===== src/design/assert_macros.svh =====
// Assertion macros used by the top-level design file.
`ifndef ASSERT_MACROS_SVH
`define ASSERT_MACROS_SVH

// Same-cycle implication, checked out of reset.
`define ASSERT_SAME(lbl, ante, cons) \
    lbl: assert property (@(posedge clk) disable iff (!rst_n) (ante) |-> (cons)) \
        else $error("same-cycle check failed");

// Next-cycle implication, checked out of reset.
`define ASSERT_NEXT(lbl, ante, cons) \
    lbl: assert property (@(posedge clk) disable iff (!rst_n) (ante) |=> (cons)) \
        else $error("next-cycle check failed");

`endif


===== src/design/mpwm_pkg.sv =====
// Types and constants of the multichannel PWM generator.
package mpwm_pkg;

    localparam int PIN_W    = 5;
    localparam int DUTY_W   = 8;
    localparam int LEVELS_W = 8;
    localparam int BIT_W    = 4;
    localparam int PORT_W   = 2;

    localparam logic [PIN_W-1:0] PORT_A_LIMIT = PIN_W'(2);
    localparam logic [PIN_W-1:0] PORT_C_LIMIT = PIN_W'(10);

    typedef enum logic [1:0] {
        CMD_TICK   = 2'd0,
        CMD_CONFIG = 2'd1,
        CMD_WRITE  = 2'd2
    } cmd_t;

    typedef enum logic [PORT_W-1:0] {
        PORT_A = 2'd0,
        PORT_C = 2'd1,
        PORT_D = 2'd2
    } port_t;

    typedef enum logic {
        ST_EMPTY,
        ST_FULL
    } ctl_state_t;

    // Command bundle from controller to datapath
    typedef struct packed {
        logic load;
        logic tick;
        logic alloc;
        logic write;
    } dp_ctrl_t;

endpackage


===== src/design/mpwm_ctrl.sv =====
// Controller: handshake state machine and command decode.
module mpwm_ctrl
    import mpwm_pkg::*;
(
    input  logic       clk,
    input  logic       rst_n,
    input  logic       cmd_valid,
    output logic       cmd_stall,
    input  logic [1:0] command,
    output logic       res_valid,
    input  logic       res_stall,
    output dp_ctrl_t   ctrl
);

    ctl_state_t state_reg;
    ctl_state_t state_next;
    logic       take;

    always_ff @(posedge clk or negedge rst_n)
    begin
        if (!rst_n)
        begin
            state_reg <= ST_EMPTY;
        end
        else
        begin
            state_reg <= state_next;
        end
    end

    always_comb
    begin
        res_valid  = (state_reg == ST_FULL);
        cmd_stall  = (state_reg == ST_FULL) && res_stall;
        take       = cmd_valid && !cmd_stall;
        state_next = state_reg;
        ctrl       = '0;
        ctrl.load  = take;

        unique case (state_reg)
            ST_EMPTY:
            begin
                if (take)
                begin
                    state_next = ST_FULL;
                end
            end
            ST_FULL:
            begin
                if (!take && !res_stall)
                begin
                    state_next = ST_EMPTY;
                end
            end
            default:
            begin
                state_next = ST_EMPTY;
            end
        endcase

        // Unused command code only refreshes the result
        unique case (cmd_t'(command))
            CMD_TICK:   ctrl.tick  = take;
            CMD_CONFIG: ctrl.alloc = take;
            CMD_WRITE:  ctrl.write = take;
            default:    ;
        endcase
    end

endmodule


===== src/design/mpwm_datapath.sv =====
// Datapath: channel stores, tick counter, per-channel level lanes, result register.
module mpwm_datapath
    import mpwm_pkg::*;
#(
    parameter int CHANNELS = 8
)
(
    input  logic                clk,
    input  logic                rst_n,
    input  dp_ctrl_t            ctrl,
    input  logic [PIN_W-1:0]    pin_number,
    input  logic [DUTY_W-1:0]   duty,
    output logic [LEVELS_W-1:0] levels,
    output logic                accepted,
    output logic [PORT_W-1:0]   port_select,
    output logic [BIT_W-1:0]    bit_index
);

    localparam int UW   = $clog2(CHANNELS + 1);
    localparam int PADW = (CHANNELS > LEVELS_W) ? CHANNELS : LEVELS_W;

    logic [DUTY_W-1:0]   duty_reg [CHANNELS];
    logic [PIN_W-1:0]    pin_reg  [CHANNELS];
    logic [DUTY_W-1:0]   tick_reg;
    logic [DUTY_W-1:0]   tick_next;
    logic [UW-1:0]       used_reg;
    logic [UW-1:0]       used_next;
    logic [CHANNELS-1:0] level_reg;
    logic [CHANNELS-1:0] level_next;
    logic [CHANNELS-1:0] live;
    logic [CHANNELS-1:0] slot;
    logic [CHANNELS-1:0] hit;
    logic [PADW-1:0]     level_pad;
    logic                full;
    logic                grant;
    logic [PIN_W-1:0]    bit_wide;
    port_t               port_sel;

    logic [LEVELS_W-1:0] levels_reg;
    logic                accepted_reg;
    logic [PORT_W-1:0]   port_reg;
    logic [BIT_W-1:0]    bit_reg;

    assign full      = (used_reg == UW'(CHANNELS));
    assign grant     = ctrl.alloc && !full;
    assign tick_next = ctrl.tick ? tick_reg + DUTY_W'(1) : tick_reg;
    assign used_next = grant ? used_reg + UW'(1) : used_reg;

    always_comb
    begin
        for (int i = 0; i < CHANNELS; i++)
        begin
            live[i] = (UW'(i) < used_reg);
            slot[i] = (UW'(i) == used_reg);
            hit[i]  = live[i] && (pin_reg[i] == pin_number);
        end
    end

    // Level lanes: each channel updates on its own
    always_comb
    begin
        level_next = level_reg;
        for (int i = 0; i < CHANNELS; i++)
        begin
            if (ctrl.tick && live[i])
            begin
                if (tick_next == '0)
                begin
                    level_next[i] = (duty_reg[i] != '0);
                end
                else if (duty_reg[i] < tick_next)
                begin
                    level_next[i] = 1'b0;
                end
            end
            else if (grant && slot[i])
            begin
                level_next[i] = 1'b0;
            end
        end
    end

    assign level_pad = PADW'(level_next);

    always_comb
    begin
        if (pin_number < PORT_A_LIMIT)
        begin
            port_sel = PORT_A;
            bit_wide = pin_number;
        end
        else if (pin_number < PORT_C_LIMIT)
        begin
            port_sel = PORT_C;
            bit_wide = pin_number - PORT_A_LIMIT;
        end
        else
        begin
            port_sel = PORT_D;
            bit_wide = pin_number - PORT_C_LIMIT;
        end
    end

    always_ff @(posedge clk or negedge rst_n)
    begin
        if (!rst_n)
        begin
            tick_reg  <= '0;
            used_reg  <= '0;
            level_reg <= '0;
        end
        else if (ctrl.load)
        begin
            tick_reg  <= tick_next;
            used_reg  <= used_next;
            level_reg <= level_next;
        end
    end

    // Stores are always written at allocation before any read
    always_ff @(posedge clk)
    begin
        for (int i = 0; i < CHANNELS; i++)
        begin
            if (grant && slot[i])
            begin
                pin_reg[i]  <= pin_number;
                duty_reg[i] <= '0;
            end
            else if (ctrl.write && hit[i])
            begin
                duty_reg[i] <= duty;
            end
        end
    end

    always_ff @(posedge clk)
    begin
        if (ctrl.load)
        begin
            levels_reg   <= level_pad[LEVELS_W-1:0];
            accepted_reg <= grant;
            port_reg     <= grant ? port_sel : PORT_A;
            bit_reg      <= grant ? bit_wide[BIT_W-1:0] : '0;
        end
    end

    assign levels      = levels_reg;
    assign accepted    = accepted_reg;
    assign port_select = port_reg;
    assign bit_index   = bit_reg;

endmodule


===== src/design/multichannel_pwm_generator.sv =====
// Multichannel PWM generator: top level.
// Usage:
//   Command channel (cmd_valid/cmd_stall) carries command, pin_number, duty.
//   tick advances the 8-bit counter and refreshes every allocated channel;
//   configure binds the next free channel to a pin and reports its port/bit;
//   write sets the duty of all allocated channels bound to pin_number.
//   Result channel (res_valid/res_stall) returns one item per command:
//   levels (channels 0..7), accepted, port_select, bit_index.
// Timing:
//   The result is registered at the edge that takes the command. One
//   command per cycle while cmd_stall is low; all channel lanes update in
//   that cycle and the result register holds the item until it is taken.
//   While the result waits under res_stall, cmd_stall is raised; a command
//   is taken in the same cycle the waiting result leaves.
// Reset:
//   rst_n clears the counter, channel count and levels; no channel is
//   allocated and no result is pending. No setup pass is needed.
module multichannel_pwm_generator
    import mpwm_pkg::*;
#(
    parameter int CHANNELS = 8
)
(
    input  logic                clk,
    input  logic                rst_n,
    input  logic                cmd_valid,
    output logic                cmd_stall,
    input  logic [1:0]          command,
    input  logic [PIN_W-1:0]    pin_number,
    input  logic [DUTY_W-1:0]   duty,
    output logic                res_valid,
    input  logic                res_stall,
    output logic [LEVELS_W-1:0] levels,
    output logic                accepted,
    output logic [PORT_W-1:0]   port_select,
    output logic [BIT_W-1:0]    bit_index
);

`include "assert_macros.svh"

    dp_ctrl_t ctrl;

    mpwm_ctrl u_ctrl (
        .clk       (clk),
        .rst_n     (rst_n),
        .cmd_valid (cmd_valid),
        .cmd_stall (cmd_stall),
        .command   (command),
        .res_valid (res_valid),
        .res_stall (res_stall),
        .ctrl      (ctrl)
    );

    mpwm_datapath #(
        .CHANNELS (CHANNELS)
    ) u_dp (
        .clk         (clk),
        .rst_n       (rst_n),
        .ctrl        (ctrl),
        .pin_number  (pin_number),
        .duty        (duty),
        .levels      (levels),
        .accepted    (accepted),
        .port_select (port_select),
        .bit_index   (bit_index)
    );

    `ASSERT_SAME(a_stall_only_when_blocked, cmd_stall, res_valid && res_stall)
    `ASSERT_NEXT(a_item_gives_result, cmd_valid && !cmd_stall, res_valid)
    `ASSERT_NEXT(a_no_spurious_result, res_valid && !res_stall && !cmd_valid, !res_valid)
    `ASSERT_SAME(a_reject_fields_zero, res_valid && !accepted, port_select == PORT_A && bit_index == '0)

endmodule


===== config.mk =====
export PLATFORM = sky130hd
export DESIGN_NAME = multichannel_pwm_generator
export DESIGN_NICKNAME = d
export VERILOG_FILES = /design/src/design/mpwm_pkg.sv /design/src/design/mpwm_ctrl.sv /design/src/design/mpwm_datapath.sv /design/src/design/multichannel_pwm_generator.sv
export VERILOG_INCLUDE_DIRS = /design/src /design/src/design
export SDC_FILE = /design/constraint.sdc
export NUM_CORES = 1
export LEC_CHECK = 0
export BUFFER_PORTS_ARGS = -buffer_cell sky130_fd_sc_hd__buf_2
export CORE_UTILIZATION = 30
export CTS_CLUSTER_SIZE = 14
export DETAILED_ROUTE_END_ITERATION = 7
export PLACE_DENSITY_LB_ADDON = 0.3
export SLEW_MARGIN = 0
export SYNTH_ARGS = -nofsm -noshare
export SYNTH_HDL_FRONTEND = slang
export SYNTH_HIERARCHICAL = 1
export SYNTH_SLANG_ARGS = --single-unit

===== constraint.sdc =====
create_clock -name clk -period 4 [get_ports clk]
set_clock_uncertainty 0.15 [all_clocks]
set_input_delay 0.4 -clock clk [delete_from_list [all_inputs] [get_ports clk]]
set_output_delay 0.4 -clock clk [all_outputs]
set_load 0.02 [all_outputs]

==> impl_metrics.tcl <==
set metrics [dict create \
    drive_gt1_share_pct 15.38 \
    maxCapViolCount 0 \
    clockRootBuffer "clkbuf_16" \
    max_freq_mhz 268.9 \
    gp_congestion 0.8242 \
    worst-path-max-fanout 19 \
    yosysMostFrequentCell "edfxtp_1" \
    place_ws_ns -0.07752 \
    h-tree-depth 4 \
    peakVddDrop_v 0.0003017 \
    yosysTopAreaCellShare_pct 49.06 \
    outcome "completed" \
    critical_path_arrival_ns 3.74 \
    grt_pass1_wl_mm 28.32 \
    drtAntennaViolNets 0 \
    stdcell_count 982 \
    rsz0062_at_grt "false" \
    die_area_um2 24900 \
    synth_edf_count 119 \
    drt_iter0_drc 338 \
    p_leak_uw 0.003065 \
    min_period_ns 3.719 \
    multi_input_area_um2 3070 \
    setup_viol 0 \
    path_clk_slew_ns 0.06 \
    fin_setup_tns_ns 0 \
    avgSynthCellArea_um2 12.22 \
    wirelength_mm 17.84 \
    synth_ff_type "edfxtp_1" \
    clk-insertion-delay-late_ns 0.43 \
    grt_pass1_vias 4930 \
    yosys_register_bits 140 \
    grt_util_all_layers_pct 15.59 \
    core_region_area_um2 23610 \
    synthCells 596 \
    final.fill_count 2291 \
    slew_headroom_pct 13.72 \
    numPlacedInstances 949 \
    synth.distinct_cells 59 \
    cp.required_ns 4.02 \
    drc 0 \
    utilization_pct 35.96 \
    cpPeakStageDelay_ns 0.40 \
    antenna_found_initial 0 \
    syn_to_final_growth_pct 16.60 \
    dp_hpwl_mm 12.73 \
    seq_area_um2 4099 \
    io_buffer_count 35 \
    synthesis.nets 660 \
    synth.yosys.seq_area_share_pct 56.28 \
    period_share_pct 92.97 \
    hold_path_class "primary input to flip-flop" \
    cts_made_buffers 17 \
    ioPinCount 36 \
    wl_per_cell_um 18.17 \
    hold_viol 0 \
    crit_type "flip-flop to flip-flop" \
    floorplan.die.width_um 157.8 \
    cts_sinks 140 \
    yosysTopAreaCell "edfxtp_1" \
    gr-total-overflow 0 \
    cp-end-kind "flip-flop" \
    finalMaxSlewViolations 0 \
    first_pass_iters 5 \
    syn_area_um2 7283 \
    initial_core_util_pct 30.84 \
    tritoncts "done" \
    cts_buffer_depth 2 \
    die_h_um 157.8 \
    worstSetupStartpointType "flip-flop" \
    largest_reg_flops 64 \
    rows 56 \
    fin_nets 714 \
    vias 4919 \
    cpMaxStageDelayCell "dfrtp_1" \
    crit_chain "a21bo_4 -> nor3_2 -> buf_4 -> nand4_2 -> xor2_2 -> ha_1 -> a21oi_1 -> o21ai_0 -> maj3_1 -> maj3_1 -> a2bb2oi_1 -> o21ai_0" \
    tightest_slew_ns 1.285 \
    synth.area.top_cells "edfxtp_1 (49%), ha_1 (7.7%), dfrtp_1 (7.2%), and2_1 (5.7%), xnor2_1 (4.7%)" \
    powerDensity_nw_per_um2 463.6 \
    grt_max_degree 22 \
    reg2reg_slack_ns 0.28 \
    antenna_cells 0 \
    viasPerCell 5.009 \
    worst_slack_ns 0.2810 \
    yosys_warnings 6 \
    ys_async_sr_fraction_pct 15.00 \
    synth_common_cells "edfxtp_1 (119), and2_1 (66), ha_1 (45)" \
]
## critical path: cells and delay by family (launching register included)
family | cells | cell delay (ns)
adders and majority gates | 3 | 1.07
buffers and inverters | 1 | 0.30
AOI/OAI and AO/OA | 5 | 0.77
DFF | 1 | 0.40
and+or+nand+nor | 2 | 0.36
xor gates and xnor gates | 1 | 0.40
## cell type report
class / instances / share of cell area, %
Clock inverter: 15 / 1.739
Inverter: 14 / 0.6188
Sequential cell: 140 / 48.27
Clock buffer: 17 / 5.010
Timing Repair Buffer: 51 / 3.507
Tap cell: 319 / 4.700
Multi-Input combinational cell: 426 / 36.16
## final timing paths
kind | from | to | depth (start not counted)
setup / recovery | u_ctrl/res_valid$_DFF_PN0_ | u_dp/levels[1]$_DFFE_PP_ | 12
hold / removal | cmd_valid | u_ctrl/res_valid$_DFF_PN0_ | 2
setup reg to reg | u_ctrl/res_valid$_DFF_PN0_ | u_dp/levels[1]$_DFFE_PP_ | 12
hold reg to reg | u_dp/level_reg[5]$_DFFE_PN0P_ | u_dp/level_reg[5]$_DFFE_PN0P_ | 1
max in group asynchronous | rst_n | u_dp/level_reg[7]$_DFFE_PN0P_ | 2
min in group asynchronous | rst_n | u_ctrl/res_valid$_DFF_PN0_ | 2
## repair_timing
item,in CTS,in global routing
setup endpoints to repair,1,0
hold buffers,1,0
endpoints found under the hold margin,21,0
buffers inserted,0,0
resized for setup,1,0
## layer usage
metal	vias to the layer above	part of all wire (%)	global-route usage, %
li1	2332	-	-
met2	127	47	25.03
met3	20	4.3	3.449
met4	0	1.3	4.854
met1	2440	48	20.82
met5	-	0	0
## cells by family (layout without fill, tap and decap cells)
| kind of cell | count (synthesis) | in the layout | synth area share, % |
|---|---|---|---|
| and+or+nand+nor | 210 | 210 | 16.25 |
| DFF | 140 | 140 | 56.28 |
| AOI/OAI and AO/OA | 102 | 102 | 9.397 |
| xor gates and xnor gates | 62 | 62 | 7.559 |
| adders and majority gates | 49 | 49 | 8.280 |
| buffers and inverters | 30 | 97 | 1.787 |
| muxes | 3 | 3 | 0.4466 |
## through the flow
stage               hold WS (ns)  power (uW)  area [um^2]
floorplan               -0.04559        2169         7287
global placement          0.2820        2385         7901
detailed placement        0.2806        2416         7901
CTS                      0.01955        3956         8492
global route             0.03349        4122         8492
finish                   0.02780        3937         8492
## where the power goes
group          internal [uW]  switching [uW]  total, uW
clock network            875             660       1530
registers               1640            73.0       1710
logic                    255             435        690
total                   2770            1170       3940
## placed cells by master (no fill, tap or decap), types with 3 or more instances in the layout
master / count
clkbuf_16: 17
nor2_1: 26
ha_1: 45
inv_6: 7
nand3_1: 13
or2_2: 7
inv_1: 14
nand2_1: 35
dfrtp_1: 21
edfxtp_1: 119
o22ai_1: 5
nand4_1: 9
o211ai_1: 12
a311o_1: 3
and2_1: 66
o21ai_0: 20
a21oi_1: 24
a211oi_1: 5
buf_4: 15
maj3_1: 4
nor4_1: 26
a21o_1: 4
xnor2_1: 39
xor2_1: 21
or3_1: 3
and3_1: 4
o21a_1: 11
nor3_1: 5
buf_2: 35
Note: power is estimated with default switching activity, not from simulation.
